`config.mk`:
```
export PLATFORM = sky130hd
export DESIGN_NAME = ipv4_ethertype_restore_check_top
export DESIGN_NICKNAME = d
export VERILOG_FILES = /design/src/rtl/ipv4_erc_pkg.sv /design/src/rtl/ipv4_ethertype_restore_check_top.sv
export VERILOG_INCLUDE_DIRS = /design/src /design/src/rtl
export SDC_FILE = /design/constraint.sdc
export NUM_CORES = 1
export LEC_CHECK = 0
export BUFFER_PORTS_ARGS = -buffer_cell sky130_fd_sc_hd__buf_2
export CAP_MARGIN = 20
export CORE_MARGIN = 1.5
export CORE_UTILIZATION = 55
export CTS_CLUSTER_DIAMETER = 100
export DETAILED_ROUTE_END_ITERATION = 10
export PLACE_DENSITY_LB_ADDON = 0.08
export SYNTH_ARGS = -nofsm -noshare
export SYNTH_HDL_FRONTEND = slang
export SYNTH_SLANG_ARGS = --single-unit
export TNS_END_PERCENT = 1
```
`constraint.sdc`:
```
create_clock -name i_clk -period 7 [get_ports i_clk]
set_clock_uncertainty 0.05 [all_clocks]
set_input_delay 0 -clock i_clk [delete_from_list [all_inputs] [get_ports i_clk]]
set_output_delay 0 -clock i_clk [all_outputs]
set_load 0.02 [all_outputs]
```
`src/rtl/assert_macros.svh`:
```
// Assertion macros shared by the RTL of the ethertype restore checker.
`ifndef ASSERT_MACROS_SVH
`define ASSERT_MACROS_SVH

`ifndef SYNTHESIS

// Same-cycle implication, checked outside reset.
`define CHK_SAME(lbl, clk, rst_n, ante, cons) \
    lbl: assert property (@(posedge clk) disable iff (!(rst_n)) (ante) |-> (cons)) \
        else $error("same-cycle check failed");

// Next-cycle implication, checked outside reset.
`define CHK_NEXT(lbl, clk, rst_n, ante, cons) \
    lbl: assert property (@(posedge clk) disable iff (!(rst_n)) (ante) |=> (cons)) \
        else $error("next-cycle check failed");

`else

`define CHK_SAME(lbl, clk, rst_n, ante, cons)
`define CHK_NEXT(lbl, clk, rst_n, ante, cons)

`endif

`endif

```
`src/rtl/ipv4_erc_pkg.sv`:
```
// Package: constants and verdict codes of the ethertype restore checker.
`timescale 1ns / 1ps
`default_nettype none

package ipv4_erc_pkg;

    localparam int CountBits = 17;
    localparam int LenBits   = CountBits + 1;

    localparam logic [CountBits-1:0] CountMax = {CountBits{1'b1}};

    localparam logic [15:0] DefaultFakeType = 16'h88B5;
    localparam logic [15:0] TypeIpv4        = 16'h0800;
    localparam logic [15:0] TypeVlan        = 16'h8100;
    localparam logic [16:0] SumAllOnes      = 17'h0FFFF;

    localparam logic [CountBits-1:0] PosTypeHi  = CountBits'(12);
    localparam logic [CountBits-1:0] PosTypeLo  = CountBits'(13);
    localparam logic [CountBits-1:0] PosVerIhl  = CountBits'(14);
    localparam logic [CountBits-1:0] PosTotHi   = CountBits'(16);
    localparam logic [CountBits-1:0] PosTotLo   = CountBits'(17);

    localparam logic [LenBits-1:0] MinFrameLen = LenBits'(34);
    localparam logic [LenBits-1:0] EthHdrLen   = LenBits'(14);
    localparam logic [5:0]         MinIhl      = 6'd20;
    localparam logic [5:0]         MaxIhl      = 6'd60;
    localparam logic [3:0]         IpVersion4  = 4'd4;

    typedef logic [2:0] t_verdict;

    localparam t_verdict VerdictRestore  = 3'd0;
    localparam t_verdict VerdictShort    = 3'd1;
    localparam t_verdict VerdictKnown    = 3'd2;
    localparam t_verdict VerdictNotV4    = 3'd3;
    localparam t_verdict VerdictBadIhl   = 3'd4;
    localparam t_verdict VerdictBadTotal = 3'd5;
    localparam t_verdict VerdictBadSum   = 3'd6;
    localparam t_verdict VerdictMismatch = 3'd7;

    localparam logic RegFakeType = 1'b0;

endpackage

`default_nettype wire

```
`src/rtl/ipv4_ethertype_restore_check_top.sv`:
```
// Top level: byte-stream IPv4 ethertype restore checker with APB register.
//
// Channel   Dir  Beat content
// s_axis    in   tdata[7:0] frame_byte, tlast end_of_frame
// m_axis    out  tdata[0] restore_type, tdata[3:1] verdict, tdata[7:4] zero
// apb       in   fake_ethertype at byte address 0
//
// One byte per cycle, sustained. A byte sits in the input register, then
// updates the frame state; the verdict of a last byte is registered into the
// output register as that byte leaves the input register. Reset is synchronous,
// active low, and clears the register and all frame state. A waiting verdict
// stalls the input only when the next last byte is ready to produce a new one.
`timescale 1ns / 1ps
`default_nettype none
`include "assert_macros.svh"

module ipv4_ethertype_restore_check_top (
    input  wire logic        i_clk,
    input  wire logic        i_rst_n,
    input  wire logic        s_axis_tvalid,
    output logic             s_axis_tready,
    input  wire logic [7:0]  s_axis_tdata,   // [7:0] frame_byte
    input  wire logic        s_axis_tlast,
    output logic             m_axis_tvalid,
    input  wire logic        m_axis_tready,
    output logic [7:0]       m_axis_tdata,   // [0] restore_type, [3:1] verdict, [7:4] zero
    input  wire logic        psel,
    input  wire logic        penable,
    input  wire logic        pwrite,
    input  wire logic [2:0]  paddr,
    input  wire logic [31:0] pwdata,
    output logic [31:0]      prdata,
    output logic             pready
);
    import ipv4_erc_pkg::*;

    logic [15:0]          r_fake;
    logic                 r_in_valid;
    logic [7:0]           r_in_byte;
    logic                 r_in_last;
    logic [CountBits-1:0] r_count;
    logic [15:0]          r_type;
    logic [7:0]           r_ver_ihl;
    logic [15:0]          r_total;
    logic [20:0]          r_sum;
    logic [7:0]           r_hold;
    logic                 r_out_valid;
    logic                 r_out_restore;
    t_verdict             r_out_verdict;

    logic                 s_accept;
    logic                 advance;
    logic [CountBits-1:0] n_count;
    logic [15:0]          n_type;
    logic [7:0]           n_ver_ihl;
    logic [15:0]          n_total;
    logic [20:0]          n_sum;
    logic [7:0]           n_hold;
    logic [5:0]           ihl;
    logic [LenBits-1:0]   pos_ext;
    logic [LenBits-1:0]   len;
    logic                 in_header;
    logic [16:0]          fold1;
    logic [16:0]          fold2;
    logic [7:0]           fake_hi;
    t_verdict             verdict;

    assign pready = 1'b1;
    assign prdata = (paddr[2] == RegFakeType) ? {16'h0000, r_fake} : 32'h0000_0000;

    always_ff @(posedge i_clk) begin
        if (!i_rst_n) begin
            r_fake <= 16'h0000;
        end else if (psel && penable && pwrite && pready && (paddr[2] == RegFakeType)) begin
            r_fake <= pwdata[15:0];
        end
    end

    assign advance       = r_in_valid && (!r_in_last || !r_out_valid || m_axis_tready);
    assign s_axis_tready = !r_in_valid || advance;
    assign s_accept      = s_axis_tvalid && s_axis_tready;

    always_ff @(posedge i_clk) begin
        if (!i_rst_n) begin
            r_in_valid <= 1'b0;
        end else if (s_accept) begin
            r_in_valid <= 1'b1;
        end else if (advance) begin
            r_in_valid <= 1'b0;
        end
    end

    always_ff @(posedge i_clk) begin
        if (s_accept) begin
            r_in_byte <= s_axis_tdata;
            r_in_last <= s_axis_tlast;
        end
    end

    always_comb begin
        n_type    = r_type;
        n_ver_ihl = r_ver_ihl;
        n_total   = r_total;
        if (r_count == PosTypeHi) begin
            n_type[15:8] = r_in_byte;
        end else if (r_count == PosTypeLo) begin
            n_type[7:0] = r_in_byte;
        end else if (r_count == PosVerIhl) begin
            n_ver_ihl = r_in_byte;
        end else if (r_count == PosTotHi) begin
            n_total[15:8] = r_in_byte;
        end else if (r_count == PosTotLo) begin
            n_total[7:0] = r_in_byte;
        end

        ihl       = {n_ver_ihl[3:0], 2'b00};
        pos_ext   = {1'b0, r_count};
        in_header = (r_count >= PosVerIhl) && (pos_ext < EthHdrLen + LenBits'(ihl));

        n_hold = r_hold;
        n_sum  = r_sum;
        if (in_header) begin
            if (!r_count[0]) begin
                n_hold = r_in_byte;
            end else begin
                n_sum = r_sum + {5'b00000, r_hold, r_in_byte};
            end
        end

        n_count = (r_count == CountMax) ? r_count : r_count + CountBits'(1);
    end

    always_comb begin
        len     = pos_ext + LenBits'(1);
        fold1   = {1'b0, n_sum[15:0]} + {12'h000, n_sum[20:16]};
        fold2   = {1'b0, fold1[15:0]} + {16'h0000, fold1[16]};
        fake_hi = (r_fake == 16'h0000) ? DefaultFakeType[15:8] : r_fake[15:8];

        if (len < MinFrameLen) begin
            verdict = VerdictShort;
        end else if (n_type == TypeIpv4 || n_type == TypeVlan) begin
            verdict = VerdictKnown;
        end else if (n_ver_ihl[7:4] != IpVersion4) begin
            verdict = VerdictNotV4;
        end else if (ihl < MinIhl || ihl > MaxIhl || len < EthHdrLen + LenBits'(ihl)) begin
            verdict = VerdictBadIhl;
        end else if (n_total < {10'h000, ihl} || len < EthHdrLen + LenBits'(n_total)) begin
            verdict = VerdictBadTotal;
        end else if (fold2 != SumAllOnes) begin
            verdict = VerdictBadSum;
        end else if (n_type[15:8] != fake_hi) begin
            verdict = VerdictMismatch;
        end else begin
            verdict = VerdictRestore;
        end
    end

    always_ff @(posedge i_clk) begin
        if (!i_rst_n) begin
            r_count   <= '0;
            r_type    <= 16'h0000;
            r_ver_ihl <= 8'h00;
            r_total   <= 16'h0000;
            r_sum     <= 21'h000000;
            r_hold    <= 8'h00;
        end else if (advance) begin
            if (r_in_last) begin
                r_count   <= '0;
                r_type    <= 16'h0000;
                r_ver_ihl <= 8'h00;
                r_total   <= 16'h0000;
                r_sum     <= 21'h000000;
                r_hold    <= 8'h00;
            end else begin
                r_count   <= n_count;
                r_type    <= n_type;
                r_ver_ihl <= n_ver_ihl;
                r_total   <= n_total;
                r_sum     <= n_sum;
                r_hold    <= n_hold;
            end
        end
    end

    always_ff @(posedge i_clk) begin
        if (!i_rst_n) begin
            r_out_valid <= 1'b0;
        end else if (advance && r_in_last) begin
            r_out_valid <= 1'b1;
        end else if (m_axis_tready) begin
            r_out_valid <= 1'b0;
        end
    end

    always_ff @(posedge i_clk) begin
        if (advance && r_in_last) begin
            r_out_restore <= (verdict == VerdictRestore);
            r_out_verdict <= verdict;
        end
    end

    assign m_axis_tvalid = r_out_valid;
    assign m_axis_tdata  = {4'h0, r_out_verdict, r_out_restore};

    `CHK_SAME(a_restore_matches_verdict, i_clk, i_rst_n, r_out_valid,
              r_out_restore == (r_out_verdict == VerdictRestore))
    `CHK_NEXT(a_state_cleared_after_last, i_clk, i_rst_n, advance && r_in_last,
              r_count == '0 && r_sum == 21'h000000)
    `CHK_NEXT(a_count_advances, i_clk, i_rst_n,
              advance && !r_in_last && r_count != CountMax,
              r_count == $past(r_count) + CountBits'(1))
    `CHK_NEXT(a_verdict_not_lost, i_clk, i_rst_n, r_out_valid && !m_axis_tready,
              r_out_valid && $stable(r_out_verdict))

endmodule

`default_nettype wire
```
======== After elaboration in Yosys (flattened, before gate mapping) ========
Cells that the tools add are included.
word-level totals
  register bits ........................... 117
  latch bits .............................. 0
  bits in writable memories ............... 0
  memory bits (read-only) ................. 0
  input bits .............................. 51
  output and inout port bits .............. 43
  memories kept ........................... 0
operators by class
  $add $sub $neg .......................... 7
  multipliers ............................. 0
  divide/modulo/power cells ............... 0
  magnitude comparators ................... 8
  equality and inequality tests ........... 13
  shifts and indexed selects .............. 0
  mux-type cells .......................... 36
  bitwise operators ....................... 1
  reductions and logical operators ........ 24
operators by type and width
  operator                                               number
  2-to-1 mux 8 bit                                       14
  2-to-1 mux 16 bit                                      6
  2-to-1 mux 21 bit                                      3
  equality test 17 x 4 -> 1 bit, second input constant   3
  equality test 17 x 5 -> 1 bit, second input constant   2
  2-to-1 mux 17 bit                                      2
  adder 21 x 16 -> 21 bit                                1
  2-to-1 mux 3 bit                                       7
  adder 17 x 1 -> 18 bit, second input constant          1
  < comparator 17 x 18 -> 1 bit                          1
  < comparator 18 x 17 -> 1 bit                          1
  < comparator 18 x 6 -> 1 bit, second input constant    1
  < comparator 18 x 7 -> 1 bit                           1
  adder 16 x 1 -> 17 bit                                 1
  adder 16 x 5 -> 17 bit                                 1
  adder 17 x 1 -> 17 bit, second input constant          1
  adder 4 x 16 -> 17 bit, first input constant           1
  equality test 17 bit, second input constant            1
  >= comparator 17 x 4 -> 1 bit, second input constant   1
  != test 17 x 16 -> 1 bit, second input constant        1
  equality test 16 x 12 -> 1 bit, second input constant  1
  equality test 16 bit, second input constant            1
  logical NOT 16 bit                                     1
  < comparator 16 x 6 -> 1 bit                           1
  15 further kinds                                       35

======== Logic depth before layout (Yosys ltp) ========
  depth after elaboration ................. 18
  gate-level depth with buffers ........... 35
  gate-level depth less buffers ........... 32

======== Worst setup path before layout ========
OpenSTA, ideal clock, no wires.
  path kind ............................... reg-to-reg
  from .................................... register r_count[9]
  to ...................................... register r_out_verdict[2], data pin
  arrival ................................. 7.239 ns
  data required time ...................... 6.690 ns
  slack ................................... -0.549 ns
  cell stages (with the launch flop) ...... 32
  buffers on the path ..................... 4
  cells stage by stage .................... dfxtp_1 buf_6 or4_4 or3_1 buf_2 nor4_1 buf_2 mux2i_1 a21oi_1 xnor2_1 ha_1 o21ai_0 o2111a_1 buf_1 nand4_1 xnor2_1 ha_1 nor2b_1 o31a_1 nor2_1 nor2_1 a21oi_1 nor3_1 ha_1 ha_1 nand2_1 a211oi_1 o311ai_0 a221oi_1 nand4_1 and4b_1 a21oi_1
between the ends
  cells in the longest elaborated chain, start to end .. 17
  elaborated cells on any way between the ends .. 48
  classes of those cells .................. add/sub (5); order compare (8); eq/ne (10); mux (20); reduce/logical (5)
ends and longest elaborated chain
  element                        line                                                                              source
  from (decl)                    ipv4_ethertype_restore_check_top.sv:41                                            logic [CountBits-1:0] r_count;
  from (signal assigned)         ipv4_ethertype_restore_check_top.sv:175                                           r_count <= n_count;
  equality test 17 x 4 -> 1 bit  ipv4_ethertype_restore_check_top.sv:108                                           end else if (r_count == PosVerIhl) begin
  2-to-1 mux 8 bit               ipv4_ethertype_restore_check_top.sv:108
  2-to-1 mux 8 bit               ipv4_ethertype_restore_check_top.sv:106                                           end else if (r_count == PosTypeLo) begin
  2-to-1 mux 8 bit               ipv4_ethertype_restore_check_top.sv:104                                           if (r_count == PosTypeHi) begin
  adder 4 x 6 -> 7 bit           ipv4_ethertype_restore_check_top.sv:118, ipv4_ethertype_restore_check_top.sv:145
  < comparator 17 x 18 -> 1 bit  ipv4_ethertype_restore_check_top.sv:118                                           in_header = (r_count >= PosVerIhl) && (pos_ext < EthHdrLen + LenBits'(ihl));
  logical AND 1 bit              ipv4_ethertype_restore_check_top.sv:118
  2-to-1 mux 21 bit              ipv4_ethertype_restore_check_top.sv:122                                           if (in_header) begin
  [2 not listed]                 n/a
  != test 17 x 16 -> 1 bit       ipv4_ethertype_restore_check_top.sv:149                                           end else if (fold2 != SumAllOnes) begin
  2-to-1 mux 3 bit               ipv4_ethertype_restore_check_top.sv:149
  2-to-1 mux 3 bit               ipv4_ethertype_restore_check_top.sv:147                                           end else if (n_total < {10'h000, ihl} || len < EthHdrLen + LenBits'(n_total)) begin
  2-to-1 mux 3 bit               ipv4_ethertype_restore_check_top.sv:145                                           end else if (ihl < MinIhl || ihl > MaxIhl || len < EthHdrLen + LenBits'(ihl)) begin
  2-to-1 mux 3 bit               ipv4_ethertype_restore_check_top.sv:143                                           end else if (n_ver_ihl[7:4] != IpVersion4) begin
  2-to-1 mux 3 bit               ipv4_ethertype_restore_check_top.sv:141                                           end else if (n_type == TypeIpv4 || n_type == TypeVlan) begin
  2-to-1 mux 3 bit *             ipv4_ethertype_restore_check_top.sv:139                                           if (len < MinFrameLen) begin
  via verdict[2]                 ipv4_ethertype_restore_check_top.sv:66                                            t_verdict verdict;
  to (signal assigned)           ipv4_ethertype_restore_check_top.sv:198                                           r_out_verdict <= verdict;
  to (decl)                      ipv4_ethertype_restore_check_top.sv:49                                            t_verdict r_out_verdict;
Mark *: on every way through the listed nets, which the timed path passes. The rest lies on a longest branch.
A chain may end at the register's enable or synchronous reset.

======== Worst setup path in the final report ========
  from .................................... register r_count[11]
  to ...................................... register r_out_verdict[1], data pin
Same word-level chain as after synthesis.

==> out/metrics.cfg <==
[global_routing]
grt_pass1_wl_um = 41000
grt_max_degree = 92
antenna_found_initial = 0
grt_usage = 0.310
grt_overflow = 0
grt_pass1_vias = 7919

[clocking]
cts.htree.levels = 4
clockRootBuffer = clkbuf_16
cts.clk_slew.worst_paths_ns = 0.06
insertion_delay_ns = 0.42
cts_tree = yes
cts_buffers = 17
cts.sinks = 117
clock_path_buffers = 2

[worst_setup_path]
crit_path_end_kind = flip-flop
crit_buf_inv = 2
crit_end = r_out_verdict[1]
startpoint_type = flip-flop
critPathArrivalTime_ns = 7.23
timing.rr.start = r_count[11]
worst_r2r_path_depth = 32
r2r_setup_slack_ns = -0.11
cp.required_ns = 7.12
crit_path_max_incr_delay_ns = 0.53
crit_start = r_count[11]
path_class = reg -> reg
crit_fanout = 6
cpLargestDelayFamily = simple AND/OR/NAND/NOR gates
crit_cells = 32
slowest_stage = or4_4
r2r_end = r_out_verdict[1]

[die]
start_util = 0.562
die_area_um2 = 17000
core_um2 = 15900
fp.dieH_um = 130
num_rows = 46
io_pins = 94
die_w_um = 130

[yosys]
synthMuxAreaShare = 0.0400
synth_edf_count = 13
synth_fa_ha_area_frac = 0.0872
yosys_warnings = 0
syn-cell-area_um2 = 8920
synth_compound_area_frac = 0.216
postSynthAreaPerCell_um2 = 8.10
ys_ff_latch = 117
synth_top_family_by_area = simple AND/OR/NAND/NOR gates
seq_area_frac_synth = 0.277
ys.flop_type = dfxtp_1
synth_xor_xnor_area_share = 0.0609
synth_cells = 1101
synth_simple_gate_area_frac = 0.265
ys_types = 73
synthArstFlopShare = 0

[power_and_ir_drop]
power_leakage_nw = 4.42
p_per_area_nw_per_um2 = 157
p_seq_frac = 0.399
netSwitchingFraction = 0.247
pwr-share-comb = 0.075
total_power_mw = 1.73
pwr-share-clk = 0.526
ir_drop_mv = 0.191
power.switching_mw = 0.427
internal_power_mw = 1.31

[sta]
period_minus_slack_ns = 7.11
fin_crit_sh = 1.02
hold_viol = 0
setup_viol = 3
slew-limit-headroom = 0.379
fin_ws_ns = -0.110
final.setup.tns_ns = -0.222
rsz0062_at_grt = true
max_freq_ghz = 0.141
slew_violations = 0
worst_pin_slew_ns = 0.928
whs_ns = 0.234

[layout]
drive_above_1_share = 0.189
stdcell_area_um2 = 11000
multiInputGateArea_um2 = 6350
register_area_um2 = 2470
fillerInstances = 1314
diodes = 0
synthToLayoutAreaGrowth_pct = 23.6
fin_nets = 1347

[placed_design]
io_buffers = 54
dp_slack_ns = -0.100
dp.final_hpwl_um = 18300
dpl_cell_area_um2 = 9710
gp_congestion = 0.929

[routing]
drc = 0
wl_met1_um = 11700
viasPerCell = 5.94
ant_nets = 0
vias = 8699
wl_um = 26600
highest_layer = met4
dr.pass1.iters = 5
wire_per_inst_um = 18.1
route.met2.wl_um = 12600
drt_iter0_drc = 776
routed-wl-met3_um = 1550

[flow_run]
drv_cap = 0

[status]
outcome = finished, violations left
violations = setup timing

[min_path]
min_path_type = in -> reg
worstHoldStart = s_axis_tdata[2]

==> synth_stat cells, types with 11 or more instances <==
cell type  instances  area (um2)
nor2_1            48         180
nand3_1           47         235
nand2_1          123         462
a21boi_0          31         233
and2_1            28         175
a21o_1            15         113
nor2b_1           78         488
xnor2_1           38         333
xor2_1            24         210
a211oi_1          11        82.6
dfxtp_1          104        2080
edfxtp_1          13         390
ha_1              59         738
a22oi_1           45         338
nand4_1           16         100
mux2i_1           30         300
a21oi_1           39         195
o21ai_0           58         290
or3_1             11        68.8
o211ai_1          11        82.6
inv_1             25        93.8
clkbuf_1          46         173
buf_4             23         173
nor4_1            19         119
nor3_1            19        95.1
==> registers in the layout, indices dropped and copies added, names as in the netlist <==
register and flops:
r_type 16, r_in_valid 1, r_in_last 1, r_out_restore 1, m_axis_tvalid 1, r_sum 21
r_count 17, r_fake 16, r_in_byte 8, r_hold 8, r_total 16, r_ver_ihl 8
r_out_verdict 3
==> layout make-up <==
cell class	instances	share of cell area
multi-input cells	904	0.576
flip-flops and latches	117	0.224
repair buffers	170	0.111
clock buffers	19	0.0402
well taps	216	0.0245
clock inverters	13	0.0153
inverters	25	0.00851
==> how the worst min path moves through the flow <==
stage | to | slack [ns] | depth (start not counted)
detailed placement | r_in_byte[0] | 0.13 | 1
global placement | r_in_last | 0.13 | 1
CTS | r_fake[10] | 0.22 | 4
floorplan | prdata[0] | 0.03 | 1
finish | r_in_byte[2] | 0.23 | 2
global route | r_in_byte[2] | 0.22 | 2
==> per-layer routing <==
layer  global-route usage  vias up
met5                    0        -
met2                0.511      306
met1                0.408     4095
met4                0.110        0
met3               0.0574       57
li1                     -     4241
==> layout by cell type, fill, tap and decap left out, types with 7 or more instances in the layout <==
| cell type | n |
|---|---|
| edfxtp_1 | 13 |
| and2_1 | 28 |
| ha_1 | 53 |
| nand2b_1 | 7 |
| nor2b_1 | 76 |
| clkbuf_16 | 17 |
| dfxtp_1 | 103 |
| inv_1 | 24 |
| nand2_1 | 120 |
| a211o_1 | 7 |
| a211oi_1 | 10 |
| a21oi_1 | 36 |
| xor2_1 | 24 |
| xnor2_1 | 33 |
| buf_2 | 54 |
| o21a_1 | 10 |
| buf_4 | 83 |
| nand4_1 | 16 |
| a21boi_0 | 31 |
| nor3_1 | 16 |
| dlygate4sd3_1 | 29 |
| mux2i_1 | 27 |
| a21o_1 | 15 |
| or3_1 | 10 |
| o21ai_0 | 57 |
| nor2_1 | 43 |
| conb_1 | 21 |
| nor3b_1 | 8 |
| a22oi_1 | 45 |
| and3_1 | 8 |
| nand3_1 | 47 |
| nor4_1 | 16 |
| o211ai_1 | 11 |
==> stage by stage <==
step                instances  utilization
global placement         1380        0.611
detailed placement       1380        0.611
finish                   1464        0.694
global route             1464        0.694
CTS                      1442        0.671
floorplan                1120            -
==> power by group through the flow <==
| stage | Sequential (mW) | Combinational [mW] | Clock (mW) |
|---|---|---|---|
| 6_report | 0.692 | 0.129 | 0.912 |
| 3_5_place_dp | 0.706 | 0.112 | 0 |
| 3_3_place_gp | 0.706 | 0.111 | 0 |
| 4_1_cts | 0.692 | 0.125 | 0.922 |
| 5_1_grt | 0.692 | 0.139 | 0.955 |
| 2_1_floorplan | 0.704 | 0.0800 | 0 |
==> worst reg2reg max path, delay by kind of cell (launching register included) <==
kind,cells,cell delay (ns)
compound gates,7,1.37
xor+xnor,2,0.29
fa+ha+maj,5,1.15
buf+inv,2,0.24
flops,1,0.32
mux,1,0.08
simple gates,15,3.36
==> cell families after synthesis <==
group / after synthesis
and+or+nand+nor: 444
AOI/OAI and AO/OA: 281
DFF: 117
buffers and inverters: 99
xor gates and xnor gates: 62
adders and majority gates: 61
muxes: 35
other: 2
==> what timing repair did <==
| item | in CTS | in global routing |
|---|---|---|
| hold buffers | 29 | 0 |
| pin swaps | 2 | 34 |
| endpoints found under the setup margin | 4 | 4 |
| setup buffers | 1 | 21 |
| resized for setup | 6 | 42 |
| hold endpoints to repair | 40 | 0 |
No activity file was read; power rests on OpenSTA's default activity.
